File: src/hdl/bppc_pkg.sv
// Package for the button press plug controller.
// Holds register reset values, codes, and the structs shared by all modules.
// No dependencies.
package bppc_pkg;

  localparam int unsigned TimerBitsDefault = 16;
  localparam int unsigned CfgIdxW          = 1;
  localparam int unsigned CfgDataW         = 16;
  localparam int unsigned HoldW            = 16;
  localparam int unsigned DebW             = 8;
  localparam int unsigned PressW           = 16;

  localparam logic [HoldW-1:0] HoldMsReset     = 16'd5000;
  localparam logic [DebW-1:0]  DebounceMsReset = 8'd50;

  typedef enum logic [CfgIdxW-1:0] {
    CFG_HOLD_MS     = 1'b0,
    CFG_DEBOUNCE_MS = 1'b1
  } cfg_idx_e;

  typedef enum logic [1:0] {
    EV_NONE  = 2'd0,
    EV_SHORT = 2'd1,
    EV_PAIR  = 2'd2,
    EV_RESET = 2'd3
  } event_e;

  typedef enum logic [3:0] {
    PH_IDLE         = 4'b0001,
    PH_PRESS_WAIT   = 4'b0010,
    PH_HELD         = 4'b0100,
    PH_RELEASE_WAIT = 4'b1000
  } phase_e;

  typedef struct packed {
    logic [HoldW-1:0] hold_ms;
    logic [DebW-1:0]  debounce_ms;
  } cfg_t;

  typedef struct packed {
    logic command;
    logic button_level;
    logic paired;
    logic plug_value;
  } in_t;

endpackage

File: src/hdl/bppc_if.sv
// Valid/ready channel interfaces for the button press plug controller.
// Input beats, result beats and configuration writes; no dependencies.
interface bppc_in_if;
  logic valid;
  logic ready;
  logic command;
  logic button_level;
  logic paired;
  logic plug_value;

  modport source (output valid, command, button_level, paired, plug_value, input ready);
  modport sink   (input valid, command, button_level, paired, plug_value, output ready);
endinterface

interface bppc_out_if;
  logic        valid;
  logic        ready;
  logic        plug_on;
  logic        led_on;
  logic [1:0]  event_res;
  logic [15:0] press_ms;

  modport source (output valid, plug_on, led_on, event_res, press_ms, input ready);
  modport sink   (input valid, plug_on, led_on, event_res, press_ms, output ready);
endinterface

interface bppc_cfg_if;
  logic        valid;
  logic        ready;
  logic        index;
  logic [15:0] data;

  modport source (output valid, index, data, input ready);
  modport sink   (input valid, index, data, output ready);
endinterface

File: src/hdl/button_press_plug_controller_top.sv
// Top level of the button press plug controller.
// Depends on bppc_pkg, bppc_if, bppc_cfg_regs, bppc_in_stage and bppc_core.
//
//   Channel | Direction | Payload
//   in_i    | sink      | command, button_level, paired, plug_value
//   out_o   | source    | plug_on, led_on, event_res, press_ms
//   cfg_i   | sink      | index (0 hold_ms, 1 debounce_ms), data
//
// One beat in per cycle unless the result stalls; an accepted beat is held in the input
// register, then loaded into the result register, from which its result is taken.
// Sustained rate is one item per cycle while the result channel is not stalled.
// Reset puts the detector idle, the plug off, hold_ms 5000 and debounce_ms 50.
// A stalled result holds; the input register still takes one more beat.
// Configuration writes are always ready.
module button_press_plug_controller_top #(
  parameter int unsigned TimerBits = bppc_pkg::TimerBitsDefault
) (
  input  logic       clk_i,
  input  logic       rst_ni,
  bppc_in_if.sink    in_i,
  bppc_out_if.source out_o,
  bppc_cfg_if.sink   cfg_i
);
  import bppc_pkg::*;

  cfg_t cfg;
  in_t  item;
  logic item_valid;
  logic advance;

  bppc_cfg_regs u_cfg (
    .clk_i  (clk_i),
    .rst_ni (rst_ni),
    .cfg_i  (cfg_i),
    .cfg_o  (cfg)
  );

  bppc_in_stage u_in (
    .clk_i     (clk_i),
    .rst_ni    (rst_ni),
    .in_i      (in_i),
    .advance_i (advance),
    .valid_o   (item_valid),
    .item_o    (item)
  );

  bppc_core #(
    .TimerBits (TimerBits)
  ) u_core (
    .clk_i     (clk_i),
    .rst_ni    (rst_ni),
    .valid_i   (item_valid),
    .item_i    (item),
    .cfg_i     (cfg),
    .advance_o (advance),
    .out_o     (out_o)
  );

endmodule

File: src/hdl/bppc_cfg_regs.sv
// Configuration registers: hold time and debounce time.
// Depends on bppc_pkg and bppc_cfg_if.
module bppc_cfg_regs (
  input  logic           clk_i,
  input  logic           rst_ni,
  bppc_cfg_if.sink       cfg_i,
  output bppc_pkg::cfg_t cfg_o
);
  import bppc_pkg::*;

  cfg_t cfg_q, cfg_d;

  assign cfg_i.ready = 1'b1;

  always_comb begin
    cfg_d = cfg_q;
    if (cfg_i.valid) begin
      unique case (cfg_idx_e'(cfg_i.index))
        CFG_HOLD_MS:     cfg_d.hold_ms     = cfg_i.data[HoldW-1:0];
        CFG_DEBOUNCE_MS: cfg_d.debounce_ms = cfg_i.data[DebW-1:0];
        default: ;
      endcase
    end
  end

  always_ff @(posedge clk_i or negedge rst_ni) begin
    if (!rst_ni) begin
      cfg_q.hold_ms     <= HoldMsReset;
      cfg_q.debounce_ms <= DebounceMsReset;
    end else begin
      cfg_q <= cfg_d;
    end
  end

  assign cfg_o = cfg_q;

endmodule

File: src/hdl/bppc_in_stage.sv
// Input register: captures one beat and holds it until the core takes it.
// Depends on bppc_pkg and bppc_in_if.
module bppc_in_stage (
  input  logic          clk_i,
  input  logic          rst_ni,
  bppc_in_if.sink       in_i,
  input  logic          advance_i,
  output logic          valid_o,
  output bppc_pkg::in_t item_o
);
  import bppc_pkg::*;

  logic valid_q, valid_d;
  in_t  item_q, item_d;
  logic take;

  assign in_i.ready = !valid_q || advance_i;
  assign take       = in_i.valid && in_i.ready;

  always_comb begin
    valid_d = valid_q;
    item_d  = item_q;
    if (take) begin
      valid_d             = 1'b1;
      item_d.command      = in_i.command;
      item_d.button_level = in_i.button_level;
      item_d.paired       = in_i.paired;
      item_d.plug_value   = in_i.plug_value;
    end else if (advance_i) begin
      valid_d = 1'b0;
    end
  end

  always_ff @(posedge clk_i or negedge rst_ni) begin
    if (!rst_ni) begin
      valid_q <= 1'b0;
    end else begin
      valid_q <= valid_d;
    end
  end

  always_ff @(posedge clk_i) begin
    item_q <= item_d;
  end

  assign valid_o = valid_q;
  assign item_o  = item_q;

endmodule

File: src/hdl/bppc_core.sv
// Press detector state machine, plug state and result register.
// Depends on bppc_pkg and bppc_out_if.
module bppc_core #(
  parameter int unsigned TimerBits = bppc_pkg::TimerBitsDefault
) (
  input  logic           clk_i,
  input  logic           rst_ni,
  input  logic           valid_i,
  input  bppc_pkg::in_t  item_i,
  input  bppc_pkg::cfg_t cfg_i,
  output logic           advance_o,
  bppc_out_if.source     out_o
);
  import bppc_pkg::*;

  localparam int unsigned CmpW = (TimerBits > HoldW) ? TimerBits : HoldW;

  phase_e               phase_q, phase_d;
  logic [DebW-1:0]      deb_q, deb_d, deb_inc;
  logic [TimerBits-1:0] held_q, held_d, held_inc;
  logic                 long_done_q, long_done_d;
  logic                 plug_q, plug_d;

  logic                 out_valid_q, out_valid_d;
  event_e               ev_q, ev_d;
  logic [PressW-1:0]    pms_q, pms_d;

  logic                 fire;
  logic                 long_hit;
  logic                 deb_done;
  event_e               long_ev;
  logic [CmpW-1:0]      held_ext;

  assign advance_o = !out_valid_q || out_o.ready;
  assign fire      = valid_i && advance_o;

  // Both counters saturate instead of wrapping.
  assign deb_inc  = (deb_q == '1) ? deb_q : deb_q + 1'b1;
  assign held_inc = (held_q == '1) ? held_q : held_q + 1'b1;
  assign held_ext = CmpW'(held_inc);
  assign long_hit = held_ext >= CmpW'(cfg_i.hold_ms);
  assign deb_done = deb_inc >= cfg_i.debounce_ms;
  assign long_ev  = item_i.paired ? EV_RESET : EV_PAIR;

  always_comb begin
    phase_d     = phase_q;
    deb_d       = deb_q;
    held_d      = held_q;
    long_done_d = long_done_q;
    plug_d      = plug_q;
    ev_d        = EV_NONE;
    pms_d       = '0;

    if (item_i.command) begin
      plug_d = item_i.plug_value;
    end else begin
      unique case (phase_q)
        PH_IDLE: begin
          if (!item_i.button_level) begin
            if (cfg_i.debounce_ms == '0) begin
              phase_d     = PH_HELD;
              held_d      = '0;
              long_done_d = 1'b0;
            end else begin
              phase_d = PH_PRESS_WAIT;
              deb_d   = '0;
            end
          end
        end
        PH_PRESS_WAIT: begin
          deb_d = deb_inc;
          if (deb_done) begin
            if (!item_i.button_level) begin
              phase_d     = PH_HELD;
              held_d      = '0;
              long_done_d = 1'b0;
            end else begin
              phase_d = PH_IDLE;
            end
          end
        end
        PH_HELD: begin
          held_d = held_inc;
          if (!item_i.button_level) begin
            if (long_hit && !long_done_q) begin
              long_done_d = 1'b1;
              ev_d        = long_ev;
            end
          end else begin
            deb_d   = '0;
            phase_d = PH_RELEASE_WAIT;
            // With no debounce wait the release resolves on this tick.
            if (cfg_i.debounce_ms == '0) begin
              phase_d = PH_IDLE;
              if (!long_done_q) begin
                ev_d  = long_hit ? long_ev : EV_SHORT;
                pms_d = (held_ext > CmpW'({PressW{1'b1}})) ? '1 : held_ext[PressW-1:0];
                if (!long_hit) begin
                  plug_d = !plug_q;
                end
              end
            end
          end
        end
        PH_RELEASE_WAIT: begin
          held_d = held_inc;
          deb_d  = deb_inc;
          if (deb_done) begin
            if (item_i.button_level) begin
              phase_d = PH_IDLE;
              if (!long_done_q) begin
                ev_d  = long_hit ? long_ev : EV_SHORT;
                pms_d = (held_ext > CmpW'({PressW{1'b1}})) ? '1 : held_ext[PressW-1:0];
                if (!long_hit) begin
                  plug_d = !plug_q;
                end
              end
            end else begin
              phase_d = PH_HELD;
            end
          end
        end
        default: begin
          phase_d = PH_IDLE;
        end
      endcase
    end
  end

  always_comb begin
    out_valid_d = out_valid_q;
    if (fire) begin
      out_valid_d = 1'b1;
    end else if (out_o.ready) begin
      out_valid_d = 1'b0;
    end
  end

  always_ff @(posedge clk_i or negedge rst_ni) begin
    if (!rst_ni) begin
      phase_q     <= PH_IDLE;
      deb_q       <= '0;
      held_q      <= '0;
      long_done_q <= 1'b0;
      plug_q      <= 1'b0;
      out_valid_q <= 1'b0;
    end else begin
      out_valid_q <= out_valid_d;
      if (fire) begin
        phase_q     <= phase_d;
        deb_q       <= deb_d;
        held_q      <= held_d;
        long_done_q <= long_done_d;
        plug_q      <= plug_d;
      end
    end
  end

  always_ff @(posedge clk_i) begin
    if (fire) begin
      ev_q  <= ev_d;
      pms_q <= pms_d;
    end
  end

  assign out_o.valid     = out_valid_q;
  assign out_o.plug_on   = plug_q;
  assign out_o.led_on    = !plug_q;
  assign out_o.event_res = ev_q;
  assign out_o.press_ms  = pms_q;

  a_fire_loads_result: assert property (@(posedge clk_i) disable iff (!rst_ni)
    fire |=> out_valid_q)
    else $error("accepted item did not produce a result beat");

  a_press_has_event: assert property (@(posedge clk_i) disable iff (!rst_ni)
    (out_valid_q && pms_q != '0) |-> (ev_q != EV_NONE))
    else $error("press duration reported without an event");

  a_short_toggles: assert property (@(posedge clk_i) disable iff (!rst_ni)
    (fire && ev_d == EV_SHORT) |=> (plug_q != $past(plug_q)))
    else $error("short press did not toggle the plug");

  a_stall_holds_state: assert property (@(posedge clk_i) disable iff (!rst_ni)
    !fire |=> (plug_q == $past(plug_q) && phase_q == $past(phase_q)))
    else $error("state changed without an accepted item");

endmodule
File: src/flat_wrapper.sv
// flat-port wrapper written by rule: the top's interface ports become plain ports
module button_press_plug_controller_top_flat import bppc_pkg::*;
#(
  parameter int unsigned TimerBits = bppc_pkg::TimerBitsDefault
)
  (clk_i, rst_ni, in_i_valid, in_i_command, in_i_button_level, in_i_paired, in_i_plug_value, in_i_ready, out_o_valid, out_o_plug_on, out_o_led_on, out_o_event_res, out_o_press_ms, out_o_ready, cfg_i_valid, cfg_i_index, cfg_i_data, cfg_i_ready);
  bppc_in_if in_i_i ();
  bppc_out_if out_o_i ();
  bppc_cfg_if cfg_i_i ();
  input  logic clk_i;
  input  logic rst_ni;
  input wire logic [$bits(in_i_i.valid)-1:0] in_i_valid;
  input wire logic [$bits(in_i_i.command)-1:0] in_i_command;
  input wire logic [$bits(in_i_i.button_level)-1:0] in_i_button_level;
  input wire logic [$bits(in_i_i.paired)-1:0] in_i_paired;
  input wire logic [$bits(in_i_i.plug_value)-1:0] in_i_plug_value;
  output wire logic [$bits(in_i_i.ready)-1:0] in_i_ready;
  output wire logic [$bits(out_o_i.valid)-1:0] out_o_valid;
  output wire logic [$bits(out_o_i.plug_on)-1:0] out_o_plug_on;
  output wire logic [$bits(out_o_i.led_on)-1:0] out_o_led_on;
  output wire logic [$bits(out_o_i.event_res)-1:0] out_o_event_res;
  output wire logic [$bits(out_o_i.press_ms)-1:0] out_o_press_ms;
  input wire logic [$bits(out_o_i.ready)-1:0] out_o_ready;
  input wire logic [$bits(cfg_i_i.valid)-1:0] cfg_i_valid;
  input wire logic [$bits(cfg_i_i.index)-1:0] cfg_i_index;
  input wire logic [$bits(cfg_i_i.data)-1:0] cfg_i_data;
  output wire logic [$bits(cfg_i_i.ready)-1:0] cfg_i_ready;
  assign in_i_i.valid = in_i_valid;
  assign in_i_i.command = in_i_command;
  assign in_i_i.button_level = in_i_button_level;
  assign in_i_i.paired = in_i_paired;
  assign in_i_i.plug_value = in_i_plug_value;
  assign in_i_ready = in_i_i.ready;
  assign out_o_valid = out_o_i.valid;
  assign out_o_plug_on = out_o_i.plug_on;
  assign out_o_led_on = out_o_i.led_on;
  assign out_o_event_res = out_o_i.event_res;
  assign out_o_press_ms = out_o_i.press_ms;
  assign out_o_i.ready = out_o_ready;
  assign cfg_i_i.valid = cfg_i_valid;
  assign cfg_i_i.index = cfg_i_index;
  assign cfg_i_i.data = cfg_i_data;
  assign cfg_i_ready = cfg_i_i.ready;
  button_press_plug_controller_top #(.TimerBits(TimerBits)) u_core (.clk_i(clk_i), .rst_ni(rst_ni), .in_i(in_i_i), .out_o(out_o_i), .cfg_i(cfg_i_i));
endmodule
File: config.mk
export PLATFORM = sky130hd
export DESIGN_NAME = button_press_plug_controller_top_flat
export DESIGN_NICKNAME = d
export VERILOG_FILES = /design/src/hdl/bppc_pkg.sv /design/src/hdl/bppc_if.sv /design/src/hdl/button_press_plug_controller_top.sv /design/src/hdl/bppc_cfg_regs.sv /design/src/hdl/bppc_in_stage.sv /design/src/hdl/bppc_core.sv /design/src/flat_wrapper.sv
export SDC_FILE = /design/constraint.sdc
export NUM_CORES = 1
export LEC_CHECK = 0
export BUFFER_PORTS_ARGS = -buffer_cell sky130_fd_sc_hd__buf_2
export CORE_MARGIN = 2
export CORE_UTILIZATION = 40
export DETAILED_ROUTE_END_ITERATION = 7
export SYNTH_ARGS = -nofsm -noshare
export SYNTH_HDL_FRONTEND = slang
export SYNTH_HIERARCHICAL = 1
export SYNTH_SLANG_ARGS = --single-unit
File: constraint.sdc
create_clock -name clk_i -period 6 [get_ports clk_i]
set_clock_uncertainty 0.15 [all_clocks]
set_input_delay 0.9 -clock clk_i [delete_from_list [all_inputs] [get_ports clk_i]]
set_output_delay 0.9 -clock clk_i [all_outputs]
set_load 0.005 [all_outputs]
==> results by group <==
Outcome
  • Status: finished, final reports clean

Clock tree
  • Clock buffer depth: 2
  • Clk sinks: 78
  • # hold bufs at CTS: 0
  • Cts bufs inserted: 9
  • CTS tree: built
  • Post-CTS setup buffer count: 0
  • # resized after CTS: 0
  • Clock-pin slew on the worst setup and hold paths: 0.06 ns
  • Skew-Pair Late Insertion Delay: 0.34 ns
  • Root Driver: clkbuf_16
  • H-tree depth: 3

Timing
  • Final Max Tran Viols: 0
  • Final period utilization: 64.98%
  • Crit path time final: slightly below 4 ns
  • Max Fclk: 256.5 MHz
  • Setup violators final: 0
  • RSZ-0062 raised after global routing: no
  • Final hold viol count: 0
  • Worst-Margin Slew: 1.069 ns
  • Setup ws final: 2.101 ns
  • Setup TNS: 0 ns
  • Worst relative slew slack: 28.47%

Setup path
  • CP Depth: 13
  • Critical Path AT: 4.01 ns
  • R2R Path Start: u_core/u_core/held_q[0]$_DFFE_PN0P_
  • Delay-heaviest family, CP: compound AO/OA/AOI/OAI gates
  • CP max FO: 6
  • Worst endpoint required time: 6.11 ns
  • Crit end category: flop
  • Slowest stage delay, CP: approximately 0.5 ns
  • Crit Path Class: flop to flop
  • WP buf/inv: 1
  • CP startpoint kind: flop
  • Critical path origin: u_core/u_core/held_q[0]$_DFFE_PN0P_
  • Slowest CP cell: nor3_1
  • Most frequent CP cell: o21ai_0
  • Critical path, cell by cell: ha_1, and3_1, nand3_1, nor3_1, o21ai_0, inv_1, ha_1, o21ai_0, nor2_1, a211oi_1, o21ai_0, a211oi_1, mux2i_1
  • Reg2Reg Depth: 13

Power
  • Leakage Power: 2.512 nW
  • Sw frac: ~32%
  • Clock power frac: 31.4%
  • Sw power: 0.0005787 W
  • Maximum VDD drop: between 0.2 and 0.3 mV
  • P_int: around 0.0012 W
  • Pwr dens: 332.1 nW/um2
  • Combinational share of power: 27.9%
  • Reg power frac: 40.7%

Hold path
  • Hold Path Class: flop to flop
  • Cells on Worst Hold Path: 1
  • Min-delay src: u_core/u_cfg/cfg_o[23]$_DFFE_PN0P_

Floorplan
  • I/O pin cnt: 49
  • Die height: about 110 um
  • Row cnt: 39
  • Initial Util: between 40% and 50%
  • Die Area: 12,730 um2
  • Core area: ~11,000 um2
  • Die width: 112.8 um

Final layout
  • Non-Filler Instances: roughly 650
  • Final design utilization: 46.84%
  • Nets: 558
  • Final instance area: 5371 um2
  • Ant. Diodes: 0
  • Layout cells sized above 1: around 25%
  • Area Growth Syn to Fin: 13.36%

Flow run
  • Max Cap Viol: 0

Synthesis
  • EDFF count, synth: 22
  • Post-synth top area share: between 20% and 30%
  • Top cells by area, synth: dfrtp_1 (25%), edfxtp_1 (14%), ha_1 (6.9%), mux2_2 (5.2%), dfstp_2 (5.0%)
  • Async set or reset register ratio after synthesis: 71.79%
  • Syn_nets: 514
  • Syn Inst Count: 462
  • Post-synthesis sequential area ratio: 43.75%
  • Post-synth cell types: 58
  • Mapped Area: between 4000 and 5000 um2
  • Yosys top cell by area: dfrtp_1
  • Most frequent cells after synthesis: dfrtp_1 (47), nor2_1 (43), inv_1 (41), nand2_1 (30)
  • Mean post-synth cell area: 10.26 um2
  • Synth warn: 6
  • Ys flop type: dfrtp_1
  • Top-count cell post-synth: dfrtp_1
  • FF+latch count, synth: 78

Routing
  • Vias per cell: 5.248
  • Total wire length: 9983 um
  • Drt pass-1 iters: 4
  • Residual DRC: 0
  • Wire per inst: around 15 um
  • Violation count after the first detailed-route iteration: 133
  • Post-DRT Antenna Nets: 0
  • Via count: roughly 3,400

Placed design
  • Port bufs: between 40 and 50
  • Dpl cells: 638
  • Final GP Congestion: 0.8516
  • Area post-placement: 5062 um2
  • Final HPWL DP: around 7400 um
  • Place WS: about 2.2 ns

Global routing
  • Grt ovf: 0
  • Global-route usage over all layers: 16.92%
  • Number of global-route vias before repair: 3,435
  • Initial antenna violation count: 0
  • First-pass GRT wire length: approximately 17,000 um
  • Largest net degree at the start of global routing: 57
-- kinds of logic after synthesis --
kind of cell               synth area share (%)
muxes                                     12.52
other                                   0.07914
DFF                                       43.75
AOI/OAI and AO/OA                         11.75
and+or+nand+nor                           17.11
xor gates and xnor gates                  2.403
buffers and inverters                     5.519
adders and majority gates                 6.866
-- cell usage in the layout (no fill, tap or decap), types with 9 or more instances in the layout --
cell / n
and3_1: 14
dfrtp_1: 47
mux2_2: 22
nand2_1: 30
buf_2: 47
a21oi_1: 26
xnor2_1: 9
edfxtp_1: 22
nor2_1: 43
mux2i_1: 12
mux2_4: 15
inv_1: 41
nor2b_1: 10
a31oi_1: 9
dfstp_2: 9
ha_1: 26
clkbuf_16: 10
nand3_1: 18
o21ai_0: 17
-- final cells by class --
| class | count | area (um2) |
|---|---|---|
| Clock buffer | 11 | 254.0 |
| Clock inverter | 5 | 55.05 |
| Fill cell | 1072 | 6096 |
| Inverter | 41 | 153.9 |
| Multi-Input combinational cell | 327 | 2406 |
| Sequential cell | 78 | 2073 |
| Tap cell | 143 | 178.9 |
| Timing Repair Buffer | 49 | 250.2 |
-- state kept, by name, summed over array words and instances (netlist names), 2 cells and up --
name	cells
u_core/u_in/item_o	4
u_core/u_core/out_o.press_ms	16
u_core/u_core/held_q	16
u_core/u_core/phase_q	4
u_core/u_core/out_o.event_res	2
u_core/u_cfg/cfg_o	24
u_core/u_core/deb_q	8
-- power groups by stage --
stage / clock network (W) / registers, W / logic (W)
after detailed placement: 0 / 0.000733 / 0.000498
final: 0.000561 / 0.000726 / 0.000498
after global routing: 0.000598 / 0.000740 / 0.000567
after global placement: 0 / 0.000730 / 0.000487
after floorplan: 0 / 0.000683 / 0.000427
after CTS: 0.000581 / 0.000724 / 0.000504
-- per-stage QoR --
step                power, W  hold WS [ns]
floorplan           0.001110        0.3306
global placement    0.001217        0.3454
detailed placement  0.001231        0.3499
CTS                 0.001809        0.3632
global route        0.001906        0.3783
finish              0.001784        0.3588
-- per-layer routing --
layer	vias up	GRT usage [%]	share of wire, %
met5	-	0	0
met4	0	5.610	1.5
met3	12	4.285	4.1
met2	59	27.47	47
met1	1637	22.20	47
li1	1724	-	-
-- worst paths after layout --
path / slack, ns / end
worst min register to register: 0.36 / u_core/u_cfg/cfg_o[23]$_DFFE_PN0P_
worst max-delay path: 2.10 / u_core/u_core/out_o.plug_on$_DFFE_PN0P_
min in group asynchronous: 0.54 / u_core/u_cfg/cfg_o[18]$_DFFE_PN0P_
worst min-delay path: 0.36 / u_core/u_cfg/cfg_o[23]$_DFFE_PN0P_
max in group asynchronous: 4.67 / u_core/u_core/held_q[12]$_DFFE_PN0P_
worst max register to register: 2.10 / u_core/u_core/out_o.plug_on$_DFFE_PN0P_
(Power assumes the default switching activity.)
